## src/design/assert_macros.svh

```systemverilog
// Assertion macros shared by the curve evaluator RTL.
// Depends on nothing; included by files that carry concurrent assertions.
`ifndef ASSERT_MACROS_SVH
`define ASSERT_MACROS_SVH

// Antecedent implies consequent in the same cycle.
`define RBCE_ASSERT_SAME(lbl, ck, rn, ante, cons, msg) \
    lbl: assert property (@(posedge ck) disable iff (!rn) (ante) |-> (cons)) else $error(msg);

// Antecedent implies consequent in the following cycle.
`define RBCE_ASSERT_NEXT(lbl, ck, rn, ante, cons, msg) \
    lbl: assert property (@(posedge ck) disable iff (!rn) (ante) |=> (cons)) else $error(msg);

`endif

```

## src/design/rbce_pkg.sv

```systemverilog
// Package for the rational B-spline curve evaluator: item types, codes and constants.
// Saturation and magnitude helpers used by the top level. Depends on nothing.
`timescale 1ns / 1ps
`default_nettype none

package rbce_pkg;

    localparam int MAX_POINTS_DEF = 32;
    localparam int MAX_DEGREE_DEF = 7;
    localparam int MAX_KNOTS_DEF  = 40;

    localparam int DIV_NW = 96;
    localparam int DIV_DW = 64;

    localparam logic [1:0] KIND_KNOT  = 2'd0;
    localparam logic [1:0] KIND_POINT = 2'd1;
    localparam logic [1:0] KIND_EVAL  = 2'd2;

    localparam logic [1:0] REG_DEGREE     = 2'd0;
    localparam logic [1:0] REG_NUM_POINTS = 2'd1;
    localparam logic [1:0] REG_NUM_KNOTS  = 2'd2;
    localparam logic [1:0] REG_RATIONAL   = 2'd3;

    localparam logic signed [31:0] ONE_Q30  = 32'sh4000_0000;
    localparam logic [63:0]        WSUM_EPS = 64'd429496;

    typedef struct packed {
        logic [1:0]         kind;
        logic [5:0]         index;
        logic signed [31:0] knot_value;
        logic signed [31:0] point_x;
        logic signed [31:0] point_y;
        logic signed [31:0] point_z;
        logic [31:0]        point_weight;
        logic signed [31:0] param_t;
    } in_item_t;

    typedef struct packed {
        logic signed [31:0] curve_x;
        logic signed [31:0] curve_y;
        logic signed [31:0] curve_z;
        logic               weight_fallback;
    } out_item_t;

    typedef struct packed {
        logic signed [31:0] x;
        logic signed [31:0] y;
        logic signed [31:0] z;
        logic [31:0]        w;
    } point_t;

    function automatic logic [32:0] abs33(input logic signed [32:0] v);
        abs33 = v[32] ? 33'(-v) : 33'(v);
    endfunction

    function automatic logic [63:0] abs64(input logic signed [63:0] v);
        abs64 = v[63] ? 64'(-v) : 64'(v);
    endfunction

    // Quotient magnitude with sign applied, saturated to 32 bits.
    function automatic logic signed [31:0] sat_q(input logic [DIV_NW-1:0] q, input logic neg);
        logic signed [31:0] r;
        if (neg)
        begin
            r = (q > DIV_NW'(64'h8000_0000)) ? 32'sh8000_0000 : 32'(-q[31:0]);
        end
        else
        begin
            r = (q > DIV_NW'(64'h7FFF_FFFF)) ? 32'sh7FFF_FFFF : 32'(q[31:0]);
        end
        sat_q = r;
    endfunction

    function automatic logic signed [31:0] sat64(input logic signed [63:0] v);
        logic signed [31:0] r;
        if (v > 64'sh0000_0000_7FFF_FFFF)
        begin
            r = 32'sh7FFF_FFFF;
        end
        else if (v < -64'sh0000_0000_8000_0000)
        begin
            r = 32'sh8000_0000;
        end
        else
        begin
            r = v[31:0];
        end
        sat64 = r;
    endfunction

endpackage

`default_nettype wire

```

## src/design/rbce_div.sv

```systemverilog
// Shared restoring divider, one quotient bit per cycle, unsigned operands.
// Depends on rbce_pkg for the operand widths.
`timescale 1ns / 1ps
`default_nettype none

module rbce_div
    import rbce_pkg::*;
(
    input  wire logic              clk,
    input  wire logic              rst_n,
    input  wire logic              start,
    input  wire logic [DIV_NW-1:0] num,
    input  wire logic [DIV_DW-1:0] den,
    output logic                   busy,
    output logic [DIV_NW-1:0]      quo
);

    localparam int CW = $clog2(DIV_NW + 1);

    logic [DIV_NW-1:0] quo_reg;
    logic [DIV_DW-1:0] rem_reg;
    logic [DIV_DW-1:0] den_reg;
    logic [CW-1:0]     cnt_reg;
    logic              busy_reg;
    logic [DIV_DW:0]   rem_shift;
    logic [DIV_DW:0]   rem_diff;
    logic              take;

    assign rem_shift = {rem_reg, quo_reg[DIV_NW-1]};
    assign rem_diff  = rem_shift - {1'b0, den_reg};
    assign take      = rem_shift >= {1'b0, den_reg};

    always_ff @(posedge clk or negedge rst_n)
    begin
        if (!rst_n)
        begin
            busy_reg <= 1'b0;
            cnt_reg  <= '0;
        end
        else if (start)
        begin
            busy_reg <= 1'b1;
            cnt_reg  <= CW'(DIV_NW);
            quo_reg  <= num;
            rem_reg  <= '0;
            den_reg  <= den;
        end
        else if (busy_reg)
        begin
            rem_reg  <= take ? rem_diff[DIV_DW-1:0] : rem_shift[DIV_DW-1:0];
            quo_reg  <= {quo_reg[DIV_NW-2:0], take};
            cnt_reg  <= cnt_reg - 1'b1;
            busy_reg <= (cnt_reg != CW'(1));
        end
    end

    assign busy = busy_reg;
    assign quo  = quo_reg;

endmodule

`default_nettype wire

```

## config.mk

```make
export PLATFORM = sky130hd
export DESIGN_NAME = rbce_div
export DESIGN_NICKNAME = d
export VERILOG_FILES = /design/src/design/assert_macros.svh /design/src/design/rbce_pkg.sv /design/src/design/rbce_div.sv
export SDC_FILE = /design/constraint.sdc
export NUM_CORES = 1
export LEC_CHECK = 0
export BUFFER_PORTS_ARGS = -buffer_cell sky130_fd_sc_hd__buf_2
export CAP_MARGIN = 20
export CORE_MARGIN = 2
export CORE_UTILIZATION = 57
export CTS_CLUSTER_SIZE = 8
export DETAILED_ROUTE_END_ITERATION = 10
export PLACE_DENSITY = 0.9
export SLEW_MARGIN = 20
export SYNTH_ARGS = -nofsm -noshare
export SYNTH_HDL_FRONTEND = slang
export SYNTH_SLANG_ARGS = --single-unit
```

## constraint.sdc

```tcl
create_clock -name clk -period 7.1 [get_ports clk]
set_input_delay 1.42 -clock clk [delete_from_list [all_inputs] [get_ports clk]]
set_output_delay 1.42 -clock clk [all_outputs]
set_load 0.05 [all_outputs]
```

==> results by group, run 1 <==
Layout
  – Finished Layout Cells: around 1,900
  – Syn-to-layout area delta: 17.4%
  – Share of cells above drive strength 1: 0.272
  – Layout fillers: 1,832
  – Max FFs per register: 96
  – Nets: 1,771

CTS
  – Clock Latency Late Sink: ~530 ps
  – CTS Sinks: 232
  – CTS clk-pin slew, worst paths: 50 ps
  – CTS Buf Count: 35
  – Cts repair resizes: 0
  – # hold bufs at CTS: 0
  – CTS Root Buffer Type: clkbuf_16
  – Clk buf depth: 3
  – Htree depth: 2
  – TritonCTS clock tree: built
  – Post-CTS Setup Bufs: 0

Yosys
  – Post-synthesis compound-gate area fraction: 0.165
  – Syn_nets: around 1,500
  – EDFF count, synth: 224
  – Top cells by area, synth: edfxtp_1, mux2_2, ha_1
  – Synth Flop Type: edfxtp_1
  – Post-Synthesis Cells: 1,306
  – Area of the mapped netlist: about 0.014 mm2
  – Synthesized flop and latch total: 232
  – Synth Area in XOR/XNOR: 0.0331
  – Synth cell count leaders: edfxtp_1, nand2_1, mux2_2
  – Proportion of synthesized area in mux cells: 0.0791
  – Syn avg cell area: 10.7 um2
  – Leading area contributor after synthesis: edfxtp_1
  – Synth warn: 0
  – Simple-Gate Fraction of Synth Area: 0.121
  – Post-Synth Adder-Cell Area: 0.0602
  – Synth top area share: 0.479
  – Async set-reset flop share out of synthesis: 0.0345
  – Largest family of logic cells by synthesized area: compound AO/OA/AOI/OAI gates
  – Synth unique cells: between 70 and 80
  – Register area share after synthesis: 0.493
  – Most numerous cell in the Yosys netlist: edfxtp_1

Timing
  – Setup_tns: 0 ps
  – Slew Limit Headroom: 0.377
  – Fin crit share: 0.588
  – Final hold vios: 0
  – Max Fclk: roughly 0.24 GHz
  – Finish-stage setup viols: 0
  – Tmin final: 4170 ps
  – Worst slew pin tran: a little over 900 ps
  – Unrepaired setup endpoints after global routing: false
  – Final Max Slew Viols: 0
  – Clock Skews: 32.4 ps

Worst hold path
  – Hold crit path type: reg -> reg

Pwr
  – Power Density: 284 mW/mm2
  – Leakage Power: 6.90 nW
  – VDD IR max: 0.223 mV

Place
  – Port Buffers: 259
  – Placed Instances: 1,828
  – Final HPWL from detailed placement: 27,300 um
  – Gpl congestion: 0.928

Routing
  – DR vias/cell: 6.08
  – Drt wl/cell: 20.4 um
  – Initial DRC count: 930
  – Total number of vias: 11,400
  – DR pass1 iterations: 8
  – Post-route ant nets: 0
  – DRC: 0
  – Post-Route WL: just under 40,000 um

Setup path
  – Critical path cell sequence: ha_1 > a21oi_1 > o21ai_1 > a21oi_1 > a21oi_1 > o311ai_1 > a21boi_4 > nor2_4 > buf_4 > nand2_1 > a311oi_1
  – Type of the worst setup path: reg -> reg
  – CP Launch Type: flip-flop
  – Worst path slowest cell: o311ai_1
  – Critical path data arrival time: between 4000 and 5000 ps
  – Crit path top cell by count: a21oi_1
  – Delay-heaviest family, CP: compound AO/OA/AOI/OAI gates
  – CP Max Fanout: 42
  – R2R Setup Slk: 2930 ps
  – CP required: 7410 ps
  – CP bufs+invs: 1
  – CP endpoint kind: flip-flop
  – Crit-path max cell delay: 670 ps

GRT
  – Gr usage total: 0.292
  – Largest net degree at the start of global routing: 101
  – First-pass GRT wire length: approximately 60,000 um
  – Initial antenna violation count: 4
  – Total grt overflow: 0
  – Vias in the first global route: roughly 11,000

Die
  – Die H: 161 um
  – Starting Density: 0.579
  – Die X-Extent: 161 um
  – Core Area: 0.0242 mm2
  – I/O pin cnt: 260
  – Die ar.: 0.0259 mm2
  – Row count: 57

Status
  – Outcome: finished clean

Job
  – Max Cap Viol: 0
[through the flow]
step / hold WS (ps) / total power (W) / setup WS [ps] / util / cell area (um2)
2_1_floorplan: 475 / 0.00282 / 200 / - / 14000
3_3_place_gp: 495 / 0.00311 / 2790 / 0.638 / 15500
3_5_place_dp: 506 / 0.00315 / 2700 / 0.638 / 15500
4_1_cts: 523 / 0.00469 / 2920 / 0.679 / 16500
5_1_grt: 554 / 0.00490 / 2690 / 0.680 / 16500
6_report: 525 / 0.00469 / 2930 / 0.680 / 16500
[routing by layer]
| metal | wire (um) | track usage |
|---|---|---|
| met1 | 14900 | 0.352 |
| met2 | 18900 | 0.497 |
| met3 | 2750 | 0.0620 |
| met4 | 1860 | 0.148 |
| met5 | 13 | 0 |
[area by class of cell]
| class | count | area [um2] | share of cell area |
|---|---|---|---|
| flip-flops and latches | 232 | 6930 | 0.421 |
| repair buffers | 267 | 1360 | 0.0827 |
| clock buffers | 46 | 938 | 0.0569 |
| clock inverters | 3 | 57.6 | 0.00349 |
| inverters | 90 | 338 | 0.0205 |
| multi-input cells | 915 | 6440 | 0.391 |
| diodes | 4 | 10.0 | 0.000607 |
| well taps | 324 | 405 | 0.0246 |
[placed cells by master, fill, tap and decap left out, drive strengths merged, types with 5 or more instances in the layout]
| master | n |
|---|---|
| nand4 | 18 |
| clkbuf | 46 |
| nand3 | 20 |
| nor4 | 8 |
| o21ai | 50 |
| a311oi | 52 |
| xor2 | 25 |
| nor2 | 95 |
| buf | 267 |
| and2 | 9 |
| nand2 | 151 |
| a32oi | 5 |
| o31ai | 8 |
| nor3 | 18 |
| o211ai | 7 |
| dfrtp | 8 |
| a21oi | 83 |
| a211o | 6 |
| o21a | 10 |
| ha | 66 |
| mux2 | 96 |
| and3 | 9 |
| a211oi | 10 |
| a31oi | 14 |
| inv | 91 |
| xnor2 | 28 |
| edfxtp | 224 |
| o21bai | 11 |
| or3 | 15 |
| a21o | 33 |
| nor2b | 8 |
[worst paths after layout]
| check | startpoint | to | cells after the start |
|---|---|---|---|
| hold / removal | cnt_reg[6] | cnt_reg[6] | 2 |
| max in group asynchronous | rst_n | busy | 3 |
| setup reg to reg | rem_reg[35] | rem_reg[4] | 11 |
| setup / recovery | rem_reg[35] | rem_reg[4] | 11 |
| min in group asynchronous | rst_n | cnt_reg[4] | 3 |
| hold reg to reg | cnt_reg[6] | cnt_reg[6] | 2 |
[logic make-up after synthesis]
family                     after synthesis
xor gates and xnor gates                53
buffers and inverters                  159
and+or+nand+nor                        368
AOI/OAI and AO/OA                      328
DFF                                    232
adders and majority gates               67
muxes                                   99
[worst reg2reg max path: cells and delay by family (launching register included)]
kind | cells | cell delay, ps
fa+ha+maj | 1 | 420
compound gates | 7 | 1990
simple gates | 2 | 610
buf+inv | 1 | 530
flops | 1 | 420
[power by group]
group	leakage, nW	switching, W	total, W	internal [W]
sequential	2.29	0.0000954	0.00178	0.00168
combinational	4.14	0.000861	0.00137	0.000513
clock	0.477	0.000611	0.00153	0.000923
total	6.90	0.00157	0.00469	0.00312
Power figures use the tool's default switching activity.
==> run 2, diff against run 1 <==
==> constraint.sdc (replaced) <==
create_clock -name clk -period 4 [get_ports clk]
set_input_delay 0.8 -clock clk [delete_from_list [all_inputs] [get_ports clk]]
set_output_delay 0.8 -clock clk [all_outputs]
set_load 0.05 [all_outputs]
==> results by group, run 2 (same netlist as run 1, synthesis figures left out) <==
Status
  – Outcome: finished clean

Timing
  – Unrepaired setup endpoints after global routing: false
  – Tmin final: roughly 3700 ps
  – Final Max Slew Viols: 0
  – Clock Skews: 16.4 ps
  – Setup_tns: 0 ps
  – Final hold vios: 0
  – Max Fclk: 0.267 GHz
  – Fin crit share: 0.937
  – Finish-stage setup viols: 0
  – Worst slew pin tran: 857 ps
  – Slew Limit Headroom: 0.429

Setup path
  – Critical path data arrival time: 4000 ps
  – CP endpoint kind: flip-flop
  – Setup crit end: rem_reg[62]
  – R2R Path End: rem_reg[62]
  – R2R Setup Slk: 250 ps
  – CP required: 4250 ps
  – CP Max Fanout: 6
  – CP Launch Type: flip-flop
  – CP startpoint: rem_reg[14]
  – Type of the worst setup path: reg -> reg
  – Worst R2R Start: rem_reg[14]
  – Worst r2r path cells: 11

Layout
  – Footprint of the multi-input gates: 0.00644 mm2
  – Share of cells above drive strength 1: 0.275
  – Nets: roughly 1,800
  – Max FFs per register: 96
  – Storage cell area: 0.00693 mm2
  – Finished Layout Cells: between 1,500 and 2,000
  – Syn-to-layout area delta: 17.8%
  – Most frequent cells in the layout: buf_2, edfxtp_1, nand2_1, mux2_2, nor2_1
  – Layout fillers: approximately 1,800
  – Commonest non-fill, non-tap cell in the layout: buf_2

CTS
  – Clock Latency Late Sink: 510 ps
  – CTS clk-pin slew, worst paths: 50 ps
  – # hold bufs at CTS: 0
  – Clk buf depth: 3
  – CTS Sinks: 232
  – CTS Root Buffer Type: clkbuf_16
  – Post-CTS Setup Bufs: 0
  – TritonCTS clock tree: built
  – Htree depth: 2
  – CTS Buf Count: 35
  – Cts repair resizes: 0

Routing
  – Drt wl/cell: ~20 um
  – Total number of vias: 11,600
  – Post-route ant nets: 0
  – DRC: 0
  – Post-Route WL: between 30,000 and 40,000 um
  – Initial DRC count: between 1,000 and 1,500
  – DR pass1 iterations: 6
  – DR vias/cell: 6.14

Place
  – Port Buffers: 259
  – Placed Instances: 1,835
  – Final HPWL from detailed placement: 27,400 um
  – Gpl congestion: 0.972

Die
  – Row count: 57
  – I/O pin cnt: between 200 and 300
  – Die X-Extent: 161 um
  – Die ar.: around 0.026 mm2
  – Die H: approximately 160 um
  – Starting Density: 0.579
  – Core Area: around 0.024 mm2

GRT
  – First-pass GRT wire length: 60,900 um
  – Vias in the first global route: 11,800
  – Largest net degree at the start of global routing: 97
  – Initial antenna violation count: 2
  – Gr usage total: 0.295
  – Total grt overflow: 0

Worst hold path
  – Hold crit path type: in -> async

Pwr
  – Power Density: between 500 and 600 mW/mm2
  – Leakage Power: about 6.9 nW
  – VDD IR max: 0.386 mV

Job
  – Max Cap Viol: 0
[run 2: cell types whose count changed in the layout (fill, tap and decap cells not counted), sizes merged]
cell / previous run / this run
buf: 267 / 274
clkbuf: 46 / 48
clkinv: 1 / 2
diode: 4 / 1
inv: 91 / 90
[run 2: worst min path at each step]
stage,startpoint,to,slack [ps],depth (start not counted)
3_3_place_gp,cnt_reg[6],cnt_reg[6],500,2
5_1_grt,rst_n,busy,260,1
3_5_place_dp,cnt_reg[6],cnt_reg[6],500,2
4_1_cts,rst_n,busy,250,1
2_1_floorplan,cnt_reg[6],cnt_reg[6],480,2
6_report,rst_n,busy,250,1
[run 2: layout make-up]
class	instances	share of cell area
clock buffers	48	0.0559
inverters	90	0.0204
diodes	1	0.000151
well taps	324	0.0245
repair buffers	274	0.0886
clock inverters	3	0.00242
flip-flops and latches	232	0.419
multi-input cells	915	0.389
[run 2: where the power goes]
group | internal [W] | total (W) | switching [W]
clock | 0.00160 | 0.00263 | 0.00103
sequential | 0.00298 | 0.00315 | 0.000162
combinational | 0.000940 | 0.00250 | 0.00157
[run 2: worst max-delay path, cell delays in order (launching register included)]
cell,delay (ps)
edfxtp_1,420
ha_1,440
nand4_1,200
or3_1,440
a211o_1,270
a21oi_1,310
nor4_1,100
buf_4,170
o31ai_1,560
a311oi_1,230
xor2_1,240
o21ai_1,100
[run 2: metrics by stage]
step                hold WS [ps]  instance area (um2)  utilization  worst slack [ps]  total power [W]
floorplan                    475                14000            -               435          0.00500
global placement             495                15600        0.642               534          0.00554
detailed placement           500                15600        0.642               408          0.00562
CTS                          247                16500        0.682               307          0.00828
global route                 262                16500        0.682               157          0.00866
finish                       254                16500        0.682               252          0.00828
[run 2: routing by layer]
metal | up-vias | track usage | part of all wire
li1 | 5386 | - | -
met1 | 5482 | 0.356 | 0.37
met5 | - | 0 | 0
met3 | 118 | 0.0653 | 0.088
met4 | 0 | 0.147 | 0.051
met2 | 607 | 0.499 | 0.49
==> run 3, diff against run 2 <==
--- a/config.mk
+++ b/config.mk
@@ -8,10 +8,10 @@
 export BUFFER_PORTS_ARGS = -buffer_cell sky130_fd_sc_hd__buf_2
 export CAP_MARGIN = 20
 export CORE_MARGIN = 2
-export CORE_UTILIZATION = 57
+export CORE_UTILIZATION = 30
 export CTS_CLUSTER_SIZE = 8
 export DETAILED_ROUTE_END_ITERATION = 10
-export PLACE_DENSITY = 0.9
+export PLACE_DENSITY = 0.56
 export SLEW_MARGIN = 20
 export SYNTH_ARGS = -nofsm -noshare
 export SYNTH_HDL_FRONTEND = slang
==> results by group, run 3 (same netlist as run 1, synthesis figures left out) <==
Setup path
  – Delay-heaviest family, CP: compound AO/OA/AOI/OAI gates
  – Worst r2r path cells: 12
  – Worst path slowest cell: o311ai_0
  – Type of the worst setup path: reg -> reg
  – Critical path cell sequence: inv_1 > ha_1 > inv_1 > fa_1 > a21o_1 > a221oi_4 > a2111oi_0 > nor3_1 > o21ai_0 > a21bo_2 > o311ai_0 > o21ai_0
  – CP required: approximately 4300 ps
  – CP Launch Type: flip-flop
  – WP depth: 12
  – Critical path data arrival time: 3910 ps
  – CP bufs+invs: 2
  – CP Max Fanout: 5
  – CP endpoint kind: flip-flop
  – Crit-path max cell delay: 430 ps

Timing
  – Fin crit share: 0.909
  – Unrepaired setup endpoints after global routing: false
  – Finish-stage setup viols: 0
  – Worst slew pin tran: ~800 ps
  – Tmin final: 3640 ps
  – Clock Skews: roughly 25 ps
  – Max Fclk: 0.275 GHz
  – Setup_tns: 0 ps
  – Final WS setup: 365 ps
  – Slew Limit Headroom: 0.468
  – Final hold vios: 0
  – Final Max Slew Viols: 0

CTS
  – TritonCTS clock tree: built
  – Cts repair resizes: 0
  – CTS clk-pin slew, worst paths: around 50 ps
  – Clock Latency Late Sink: 560 ps
  – CTS Root Buffer Type: clkbuf_16
  – # hold bufs at CTS: 0
  – Post-CTS Setup Bufs: 0
  – CTS Sinks: 232
  – Htree depth: 2
  – Clk buf depth: 3
  – CTS Buf Count: 35

Routing
  – Post-route ant nets: 0
  – Met2 routed WL: 20,200 um
  – M1 WL: 16,800 um
  – Total number of vias: approximately 11,000
  – Initial DRC count: 594
  – DRC: 0
  – Met3 wire length: about 2900 um
  – DR vias/cell: 5.15
  – DR pass1 iterations: 6
  – Post-Route WL: 41,000 um
  – DR top layer: met5
  – Drt wl/cell: 18.9 um

Place
  – Final HPWL from detailed placement: slightly above 30,000 um
  – Port Buffers: 259
  – Gpl congestion: 0.882
  – Dpl cell area: roughly 0.016 mm2
  – Pre-CTS setup slack: 309 ps

Die
  – Row count: just under 80
  – I/O pin cnt: 260
  – Die H: 220 um
  – Die X-Extent: ~220 um
  – Die ar.: between 0.04 and 0.05 mm2
  – Core Area: 0.0464 mm2
  – Starting Density: 0.303

Layout
  – Nets: 1,778
  – Commonest non-fill, non-tap cell in the layout: buf_2
  – Share of cells above drive strength 1: 0.275
  – Syn-to-layout area delta: 20.7%
  – Post-route cell area: 0.0169 mm2
  – Max FFs per register: 96
  – Most frequent cells in the layout: buf_2, edfxtp_1, nand2_1, mux2_2, nor2_1

Pwr
  – Leakage Power: 6.96 nW
  – VDD IR max: 0.321 mV
  – Power Density: 496 mW/mm2

Job
  – Max Cap Viol: 0

GRT
  – Largest net degree at the start of global routing: 97
  – Gr usage total: 0.170
  – Total grt overflow: 0
  – Vias in the first global route: 11,300
  – First-pass GRT wire length: 64,000 um
  – Initial antenna violation count: 9

Worst hold path
  – Hold Path Stages: 1
  – Hold crit path type: in -> reg

Status
  – Outcome: finished clean
## run 3: metal layers
layer,global-route usage,up-vias
met2,0.296,393
li1,-,5383
met3,0.0441,82
met4,0.0564,12
met1,0.205,5334
met5,0,-
## run 3: path summary, 6_finish.rpt
kind,startpoint,end,slack (ps)
max,quo[95],rem_reg[50],360
min,den[57],den_reg[57],420
max reg2reg,quo[95],rem_reg[50],360
min reg2reg,cnt_reg[6],cnt_reg[6],520
max in group asynchronous,rst_n,busy,2630
min in group asynchronous,rst_n,busy,1030
## run 3: layout make-up
type / instances / area [um2]
well taps: 607 / 759
flip-flops and latches: 232 / 6930
fillers: 4666 / 29400
clock inverters: 4 / 53.8
diodes: 1 / 2.50
repair buffers: 274 / 1470
multi-input cells: 915 / 6450
clock buffers: 52 / 940
inverters: 90 / 338
## run 3: per-stage QoR
step / utilization / cells / total power [W] / hold WS (ps)
2_1_floorplan: - / 1306 / 0.00500 / 475
3_3_place_gp: 0.344 / 2118 / 0.00563 / 496
3_5_place_dp: 0.344 / 2118 / 0.00564 / 506
4_1_cts: 0.365 / 2174 / 0.00849 / 382
5_1_grt: 0.365 / 2174 / 0.00886 / 397
6_report: 0.365 / 2175 / 0.00839 / 417
## run 3: where the power goes
group | switching [W] | internal, W
combinational | 0.00153 | 0.000940
clock | 0.00115 | 0.00163
sequential | 0.000161 | 0.00298
total | 0.00284 | 0.00555
